==> src/design/dssp_pkg.sv <==
// ----------------------------------------------------------------------------
// Dense shortest path package
// Widths, codes, defaults and shared types of the shortest path block.
// ----------------------------------------------------------------------------
package dssp_pkg;

    // Parameter defaults.
    localparam int MAX_VERTICES_DEF = 64;
    localparam int WEIGHT_BITS_DEF  = 16;

    // Fixed field widths.
    localparam int VERTEX_BITS    = 6;
    localparam int WEIGHT_IN_BITS = 16;
    localparam int DIST_BITS      = 24;
    localparam int COUNT_BITS     = 7;
    localparam int OUT_LIMIT      = 64;

    // Configuration port.
    localparam int CFG_DATA_BITS  = 7;
    localparam int CFG_INDEX_BITS = 1;
    localparam logic [CFG_INDEX_BITS-1:0] CFG_VERTEX_COUNT = 1'b0;
    localparam logic [CFG_INDEX_BITS-1:0] CFG_ROOT_VERTEX  = 1'b1;

    // Reset values of the registers.
    localparam logic [COUNT_BITS-1:0]  VERTEX_COUNT_RST = 7'd64;
    localparam logic [VERTEX_BITS-1:0] ROOT_VERTEX_RST  = 6'd0;

    // All-ones distance stands for infinity.
    localparam logic [DIST_BITS-1:0] DIST_INF = '1;

    // Result of relaxing one vertex.
    typedef struct packed {
        logic [DIST_BITS-1:0] distance;
        logic                 candidate;
    } t_relax;

endpackage

==> src/design/dssp_relax.sv <==
// ----------------------------------------------------------------------------
// Edge relaxation unit
// Saturating add of the settled distance and an edge weight, then the
// minimum against the stored tentative distance.
// ----------------------------------------------------------------------------
module dssp_relax
    import dssp_pkg::*;
#(
    parameter int WEIGHT_BITS = WEIGHT_BITS_DEF
) (
    input  logic [DIST_BITS-1:0]   i_best,
    input  logic [WEIGHT_BITS-1:0] i_weight,
    input  logic [DIST_BITS-1:0]   i_old,
    input  logic                   i_settled,
    output t_relax                 o_res
);
    localparam int SUM_BITS = ((WEIGHT_BITS > DIST_BITS) ? WEIGHT_BITS : DIST_BITS) + 1;
    localparam logic [WEIGHT_BITS-1:0] NO_EDGE = '1;

    logic [SUM_BITS-1:0]  sum;
    logic [DIST_BITS-1:0] sat;

    // Sum saturates to infinity.
    assign sum = SUM_BITS'(i_best) + SUM_BITS'(i_weight);
    assign sat = (sum > SUM_BITS'(DIST_INF)) ? DIST_INF : sum[DIST_BITS-1:0];

    // Settled vertices keep their distance and are no candidates.
    always_comb begin
        o_res.distance  = i_old;
        o_res.candidate = !i_settled;
        if (!i_settled && (i_weight != NO_EDGE) && (sat < i_old)) begin
            o_res.distance = sat;
        end
    end
endmodule

==> config.mk <==
export PLATFORM = sky130hd
export DESIGN_NAME = dssp_relax
export DESIGN_NICKNAME = d
export VERILOG_FILES = /design/src/design/dssp_pkg.sv /design/src/design/dssp_relax.sv
export SDC_FILE = /design/constraint.sdc
export NUM_CORES = 1
export LEC_CHECK = 0
export BUFFER_PORTS_ARGS = -buffer_cell sky130_fd_sc_hd__buf_2
export CORE_MARGIN = 3
export CORE_UTILIZATION = 40
export DETAILED_ROUTE_END_ITERATION = 10
export GPL_ROUTABILITY_DRIVEN = 1
export GPL_TIMING_DRIVEN = 0
export PLACE_DENSITY_LB_ADDON = 0.12
export SLEW_MARGIN = 20
export SYNTH_ARGS = -nofsm -noshare
export SYNTH_HDL_FRONTEND = slang
export SYNTH_SLANG_ARGS = --single-unit
==> constraint.sdc <==
create_clock -name vclk -period 5.5
set_input_delay 0.825 -clock vclk [all_inputs]
set_output_delay 0.825 -clock vclk [all_outputs]
set_load 0.02 [all_outputs]
After elaboration in Yosys (flattened, before gate mapping):

Index checks and enable logic that the tools add are counted.

* register bits after elaboration: 0
* output and inout bits: 25
* logic and storage cells: 9

* add/sub/neg operators: 1
* order comparisons: 2
* equal/unequal tests: 1
* mux-type cells: 2
* reductions and logical operators: 3

Operator list (count)
* $mux W24: 2
* $add A24 B16 Y25: 1
* $gt A25 B24 Y1 const B: 1
* $lt A24 B24 Y1: 1
* $ne A16 B16 Y1 const B: 1
* $logic_and A1 B1 Y1: 2
* $logic_not A1 Y1: 1

Longest topological paths before layout:

Gate-level depths: netlist (run 1).

* depth after elaboration: 6
* depth in mapped cells: 19
* depth with buffers taken out: 18

Least setup slack after synthesis (run 1):

OpenSTA, ideal clock, no wires.

* kind: input port to output port
* from: in i_best[0]
* to: out o_res[19] (netlist bit)
* arrival: 4.926 ns
* required time: 4.675 ns
* setup slack: -0.251 ns
* stages: 18
* cells stage by stage: ha_1 inv_1 fa_1 nand2b_1 a21o_1 a31o_2 o31a_1 clkbuf_1 clkbuf_1 nand2_1 ha_1 a21o_1 a21o_1 a2111oi_0 o311ai_1 a211oi_2 nor2_1 o31ai_1

RTL lines
* start: declaration: RTL line dssp_relax.sv:11 `input logic [DIST_BITS-1:0] i_best,`
* end: declaration: RTL line dssp_relax.sv:15 `output t_relax o_res`

==> insert_results.sql, run 1 <==
INSERT INTO impl_metrics (metric_group, metric, value, unit) VALUES
('run_status', 'outcome', 'finished, violations left', ''),
('run_status', 'violations', 'negative setup slack', ''),
('synthesis', 'syn-num-nets', '397', ''),
('timing', 'final-max-slew-violation-count', '0', ''),
('finish', 'fin_area', '3555', 'sq um'),
('timing', 'tightest_slew', '722.3', 'ps'),
('synthesis', 'synth_largest_area_cell', 'sky130_fd_sc_hd__ha_1', ''),
('critical_path', 'worst_ep_arrival_time', '5060', 'ps'),
('timing', 'setup_repair_after_global_routing_missed_its_margin', 'yes', ''),
('global_route', 'grt_usage', '22.55', '%'),
('timing', 'tns', '-6675', 'ps'),
('global_route', 'groute.layer.met3.usage', '0.9390', '%'),
('critical_path', 'path_cells', 'buf_8 > ha_4 > inv_2 > fa_2 > nand2b_4 > a21o_4 > a31o_4 > o31a_1 > buf_4 > clkbuf_8 > nand2_1 > ha_1 > a21o_1 > a21o_1 > a211o_1 > o21a_1 > a211o_1 > nand2_4 > buf_12 > buf_12 > mux2_4 > buf_6', ''),
('detailed_routing', 'detailroute.via_count', '2758', ''),
('finish', 'final_net_count', '525', ''),
('finish', 'post_route_cells_drive_above_1_share', '47.85', '%'),
('timing', 'fin_worst_hold_slack', '1963', 'ps'),
('power_and_ir_drop', 'vdd.ir_drop.worst', '93.80', 'uV'),
('critical_path', 'cp_slowest_cell', 'sky130_fd_sc_hd__a211o_1', ''),
('flow_run', 'maxCapViolCount', '0', ''),
('floorplanning', 'rows', '25', ''),
('timing', 'finalWorstPathRequiredPeriod', '5885', 'ps'),
('floorplanning', 'fp.coreArea', '4817', 'sq um'),
('global_route', 'antenna_found_initial', '0', ''),
('clock_network', 'cts.hold.buffers_added', '0', ''),
('finish', 'n_antenna_cell', '0', ''),
('synthesis', 'postSynthCellCount', '292', ''),
('detailed_routing', 'final_antenna_net_count', '0', ''),
('floorplanning', 'floorplan.die.height', '77.23', 'um'),
('global_route', 'grt_pass1_vias', '2529', ''),
('power_and_ir_drop', 'leakagePower', '0.001740', 'uW'),
('global_route', 'pin_count_of_the_biggest_net_entering_global_routing', '11', ''),
('synthesis', 'synth_top_cells_by_area', 'sky130_fd_sc_hd__ha_1, sky130_fd_sc_hd__o21ai_0, sky130_fd_sc_hd__inv_1, sky130_fd_sc_hd__mux2_2, sky130_fd_sc_hd__a21oi_1', ''),
('global_route', 'grt_first_pass_wirelength', '11550', 'um'),
('placement', 'portBuffers', '90', ''),
('floorplanning', 'num_io_pins', '90', ''),
('timing', 'fin_crit_sh', '107.0', '%'),
('detailed_routing', 'dr.pass1.iters', '4', ''),
('detailed_routing', 'drcViolationCount', '0', ''),
('critical_path', 'crit_fanout', '10', ''),
('detailed_routing', 'drt-vias-per-instance', '5.687', ''),
('critical_path', 'crit_required', '4680', 'ps'),
('global_route', 'global_route.peak_usage_layer', 'met2', ''),
('worst_hold_path', 'hp-class', 'in -> out', ''),
('timing', 'setup_viol', '24', ''),
('timing', 'hold_violations', '0', ''),
('critical_path', 'timing_worst_setup_path_type', 'in -> out', ''),
('finish', 'layout.area.seq', '0', 'sq um'),
('floorplanning', 'initial_core_util', '42.13', '%'),
('floorplanning', 'die_w', '77.23', 'um'),
('detailed_routing', 'totalWireLength', '7709', 'um'),
('power_and_ir_drop', 'cellPowerDensity', '164.3', 'nW/um^2'),
('critical_path', 'setup.worst_path.end_class', 'primary output', ''),
('finish', 'flops_and_latches', '0', ''),
('synthesis', 'seq_area_frac_synth', '0', '%'),
('placement', 'place_area', '2701', 'sq um'),
('timing', 'achievable-frequency', '169.9', 'MHz'),
('global_route', 'grt_overflow', '0', ''),
('detailed_routing', 'drt-initial-drc-count', '99', ''),
('synthesis', 'synth.cell_area', '2029', 'sq um'),
('finish', 'clock_buffer_count', '0', ''),
('timing', 'fin_ws', '-385.4', 'ps'),
('synthesis', 'synth_top_cell_area_share', '24.04', '%'),
('floorplanning', 'die_area', '5964', 'sq um'),
('detailed_routing', 'avgRoutedWirePerCell', '15.89', 'um'),
('placement', 'place_congestion', '0.8114', ''),
('placement', 'dpl.hpwl', '5218', 'um'),
('synthesis', 'number_of_warnings_printed_during_yosys_synthesis', '0', ''),
('critical_path', 'setup.worst_path.start_class', 'primary input', ''),
('synthesis', 'netlist-cell-type-count', '49', ''),
('power_and_ir_drop', 'p_total', '584.1', 'uW'),
('critical_path', 'timing.critical_path.slowest_cell_delay', '370', 'ps'),
('finish', 'area.growth.synth_to_final', '75.15', '%'),
('timing', 'worst_slew_margin_rel', '51.41', '%'),
('finish', 'nFillCells', '394', ''),
('synthesis', 'synth_area_per_cell', '6.950', 'sq um'),
('global_route', 'grt.met2_usage', '38.69', '%'),
('global_route', 'grtUsageMet1', '31.70', '%');
## repair_timing
item / CTS / global route
setup buffers: 23 / 15
resized for setup: 68 / 65
pin swaps: 21 / 24
endpoints found under the setup margin: 24 / 24
gates cloned: 2 / 0
hold endpoints to repair: 0 / 0
## layout by cell type, fill, tap and decap left out, drive strengths merged, types with 2 or more instances in the layout
cell type  Yosys  routed
buf            3     130
ha            39      39
inv           35      35
o21ai         29      29
nand2         27      27
a21oi         21      21
mux2          18      18
nor2          15      15
nand4         12      12
a21o          11      11
nand3          8       8
nor3           7       7
a31oi          7       7
xnor2          6       6
o211ai         5       5
nand2b         4       4
a211oi         4       4
o21a           3       3
a211o          3       3
xor2           3       3
o31ai          3       3
a2111oi        3       3
nor3b          3       3
a21boi         2       2
and4           2       2
## synth_stat cells (all sizes together), types with 2 or more instances
master and count:
a2111oi 3, a211o 3, a211oi 4, a21boi 2, a21o 11, a21oi 21
a31oi 7, and4 2, buf 3, clkbuf 2, ha 39, inv 35
mux2 18, nand2 27, nand2b 4, nand3 8, nand4 12, nor2 15
nor3 7, nor3b 3, o211ai 5, o21a 3, o21ai 29, o31ai 3
xnor2 6, xor2 3
## report_power, final
group          total (uW)  switching (uW)  internal, uW
registers               0               0             0
clock network           0               0             0
logic                 584             296           288
## worst max-delay path, delay by kind of cell
| kind | cells | cell delay [ps] |
|---|---|---|
| multiplexers | 1 | 320 |
| AND/OR/NAND/NOR | 3 | 380 |
| adder cells (fa/ha/maj) | 3 | 730 |
| buffers and inverters | 7 | 750 |
| AO/OA/AOI/OAI | 8 | 2040 |
## routing by layer
layer / routed length, um / vias up
li1: - / 1356
met1: 3321 / 1289
met2: 3900 / 103
met3: 383 / 10
met4: 103 / 0
met5: 0 / -
## path summary, 6_finish.rpt
check       from   endpoint  slack (ps)  cells past startpoint
max    i_best[0]  o_res[14]        -390                     22
min    i_settled   o_res[0]        1960                      3
## metrics by stage
step	setup slack (ps)	utilization, %	instances
global route	-490.7	73.79	485
global placement	-904.3	56.08	449
detailed placement	-899.2	56.08	449
floorplan	0.5405	-	292
finish	-385.4	73.79	485
CTS	-265.2	66.86	473
## cells by family (layout without fill, tap and decap cells)
kind of cell / after synthesis / in the layout / share of synthesized area [%]
compound gates: 99 / 99 / 31.69
simple gates: 86 / 86 / 21.33
fa+ha+maj: 40 / 40 / 25.03
buf+inv: 40 / 166 / 7.707
mux: 18 / 18 / 10.36
xor+xnor: 9 / 9 / 3.884
## layout make-up
cell class / instances / area [sq um] / share of cell area (%)
Multi-Input combinational cell: 252 / 2344 / 65.93
Tap cell: 67 / 83.83 / 2.358
Timing Repair Buffer: 127 / 942.2 / 26.50
Inverter: 35 / 131.4 / 3.696
Buffer: 4 / 53.80 / 1.514
Note: power is estimated with default switching activity, not from simulation.
==> inputs of run 2 (changes only) <==
- clock period: 5.5 -> 7.2 ns (I/O delays scaled with it)
==> insert_results.sql, run 2 (synthesis gave the netlist of run 1 again) <==
INSERT INTO impl_metrics (metric_group, metric, value, unit) VALUES
('timing', 'worst_slew_margin_rel', '71.72', '%'),
('timing', 'tightest_slew', '413.5', 'ps'),
('worst_hold_path', 'hold_path_startpoint', 'i_settled', ''),
('worst_hold_path', 'min_to', 'o_res[0]', ''),
('critical_path', 'timing_worst_setup_path_type', 'in -> out', ''),
('timing', 'final-max-slew-violation-count', '0', ''),
('power_and_ir_drop', 'leakagePower', '0.001388', 'uW'),
('finish', 'flops_and_latches', '0', ''),
('finish', 'final_net_count', '492', ''),
('run_status', 'outcome', 'complete, no violations', ''),
('floorplanning', 'rows', '25', ''),
('floorplanning', 'num_io_pins', '90', ''),
('critical_path', 'crit_required', '6120', 'ps'),
('flow_run', 'maxCapViolCount', '0', ''),
('critical_path', 'setup.worst_path.start_class', 'primary input', ''),
('power_and_ir_drop', 'total_internal_power', '122.5', 'uW'),
('floorplanning', 'die_area', '5964', 'sq um'),
('power_and_ir_drop', 'total_switching_power', '171.9', 'uW'),
('timing', 'finalWorstPathRequiredPeriod', '6918', 'ps'),
('detailed_routing', 'final_antenna_net_count', '0', ''),
('finish', 'clock_buffer_count', '0', ''),
('detailed_routing', 'drt-vias-per-instance', '5.383', ''),
('placement', 'place_congestion', '0.8888', ''),
('detailed_routing', 'drcViolationCount', '0', ''),
('placement', 'portBuffers', '90', ''),
('global_route', 'grt_overflow', '0', ''),
('timing', 'setup_viol', '0', ''),
('critical_path', 'worst_ep_arrival_time', '5840', 'ps'),
('finish', 'layout_commonest_cell', 'sky130_fd_sc_hd__buf_2', ''),
('finish', 'layoutNonFillerInstCount', '452', ''),
('floorplanning', 'floorplan.die.height', '77.23', 'um'),
('power_and_ir_drop', 'vdd.ir_drop.worst', '49.69', 'uV'),
('placement', 'dpl.hpwl', '5239', 'um'),
('global_route', 'pin_count_of_the_biggest_net_entering_global_routing', '11', ''),
('floorplanning', 'die_w', '77.23', 'um'),
('detailed_routing', 'avgRoutedWirePerCell', '13.35', 'um'),
('finish', 'n_antenna_cell', '0', ''),
('timing', 'tns', '0', 'ps'),
('finish', 'layout.cells.most_common_list', 'sky130_fd_sc_hd__buf_2, sky130_fd_sc_hd__ha_1, sky130_fd_sc_hd__inv_1', ''),
('global_route', 'grt.met2_usage', '33.77', '%'),
('global_route', 'grtUsageMet1', '27.22', '%'),
('floorplanning', 'fp.coreArea', '4817', 'sq um'),
('global_route', 'groute.layer.met3.usage', '0.9390', '%'),
('power_and_ir_drop', 'cellPowerDensity', '112.5', 'nW/um^2'),
('finish', 'layout.area.seq', '0', 'sq um'),
('power_and_ir_drop', 'clkPwrFrac', '0', '%'),
('global_route', 'antenna_found_initial', '0', ''),
('power_and_ir_drop', 'power.share.sequential', '0', '%'),
('detailed_routing', 'drt-initial-drc-count', '87', ''),
('floorplanning', 'initial_core_util', '42.13', '%'),
('power_and_ir_drop', 'combPwrFrac', '100.0', '%'),
('global_route', 'grt_first_pass_wirelength', '9908', 'um'),
('global_route', 'grt_usage', '19.24', '%'),
('detailed_routing', 'totalWireLength', '6033', 'um'),
('critical_path', 'setup.worst_path.end_class', 'primary output', ''),
('global_route', 'grt_pass1_vias', '2196', ''),
('timing', 'hold_violations', '0', ''),
('critical_path', 'crit_fanout', '10', ''),
('global_route', 'global_route.peak_usage_layer', 'met2', ''),
('timing', 'fin_crit_sh', '96.08', '%'),
('power_and_ir_drop', 'switching_share', '58.38', '%'),
('detailed_routing', 'detailroute.via_count', '2433', ''),
('finish', 'area.growth.synth_to_final', '28.91', '%'),
('detailed_routing', 'dr.pass1.iters', '4', ''),
('clock_network', 'cts.hold.buffers_added', '0', ''),
('placement', 'post-place-cells', '449', ''),
('timing', 'achievable-frequency', '144.5', 'MHz'),
('finish', 'post_route_cells_drive_above_1_share', '30.39', '%'),
('timing', 'setup_repair_after_global_routing_missed_its_margin', 'no', ''),
('worst_hold_path', 'hp-class', 'in -> out', ''),
('timing', 'fin_worst_hold_slack', '2421', 'ps'),
('worst_hold_path', 'whs_path_depth', '3', '');
-- run 2: how the worst max path moves through the flow --
stage | from | endpoint | slack [ps] | cells after the start
floorplan | i_best[0] | o_res[19] | 940 | 18
global placement | i_weight[0] | o_res[11] | 110 | 21
detailed placement | i_weight[0] | o_res[11] | 40 | 21
CTS | i_weight[0] | o_res[11] | 20 | 21
global route | i_weight[0] | o_res[14] | 20 | 21
finish | i_weight[0] | o_res[11] | 280 | 21
-- run 2: power groups by stage --
stage / clock network, uW / registers (uW) / logic (uW)
2_1_floorplan: 0 / 0 / 198
3_3_place_gp: 0 / 0 / 282
3_5_place_dp: 0 / 0 / 284
4_1_cts: 0 / 0 / 286
5_1_grt: 0 / 0 / 327
6_report: 0 / 0 / 294
-- run 2: layer usage --
metal	wire length [um]	up-vias
met1	2841	1073
met5	0	-
met2	2856	68
met4	14	0
met3	321	2
li1	-	1290
-- run 2: worst max-delay path: stages --
cell and delay, ps:
sky130_fd_sc_hd__buf_2 90, sky130_fd_sc_hd__ha_1 180, sky130_fd_sc_hd__inv_1 60, sky130_fd_sc_hd__fa_1 380, sky130_fd_sc_hd__nand2b_1 170, sky130_fd_sc_hd__a21o_1 190
sky130_fd_sc_hd__a31o_2 230, sky130_fd_sc_hd__o31a_1 290, sky130_fd_sc_hd__clkbuf_1 220, sky130_fd_sc_hd__buf_2 240, sky130_fd_sc_hd__nand2_1 120, sky130_fd_sc_hd__ha_1 260
sky130_fd_sc_hd__a21o_1 180, sky130_fd_sc_hd__a21o_1 200, sky130_fd_sc_hd__a2111oi_2 440, sky130_fd_sc_hd__o311ai_2 220, sky130_fd_sc_hd__a211o_1 360, sky130_fd_sc_hd__nand2_1 150
sky130_fd_sc_hd__buf_4 230, sky130_fd_sc_hd__mux2_2 360, sky130_fd_sc_hd__buf_2 160
-- run 2: repair_timing --
item	4_1_cts	5_1_grt
endpoints found under the setup margin	0	23
buffers inserted	0	3
resized for setup	0	9
-- run 2: cell type report --
cell class	instances	area (sq um)
inverter	35	131.4
buffer	5	26.28
fill	520	2201
multi-input combinational	252	1902
timing repair buffer	93	473.0
tap	67	83.83
-- run 2: through the flow --
stage | utilization [%] | power [uW] | setup WS, ps | area [sq um]
final | 54.31 | 294.4 | 281.9 | 2616
after global routing | 54.31 | 327.2 | 19.67 | 2616
after CTS | 53.22 | 285.8 | 23.60 | 2564
after detailed placement | 53.22 | 284.2 | 36.38 | 2564
after global placement | 53.22 | 282.0 | 107.2 | 2564
after floorplan | - | 198.3 | 939.4 | 2029
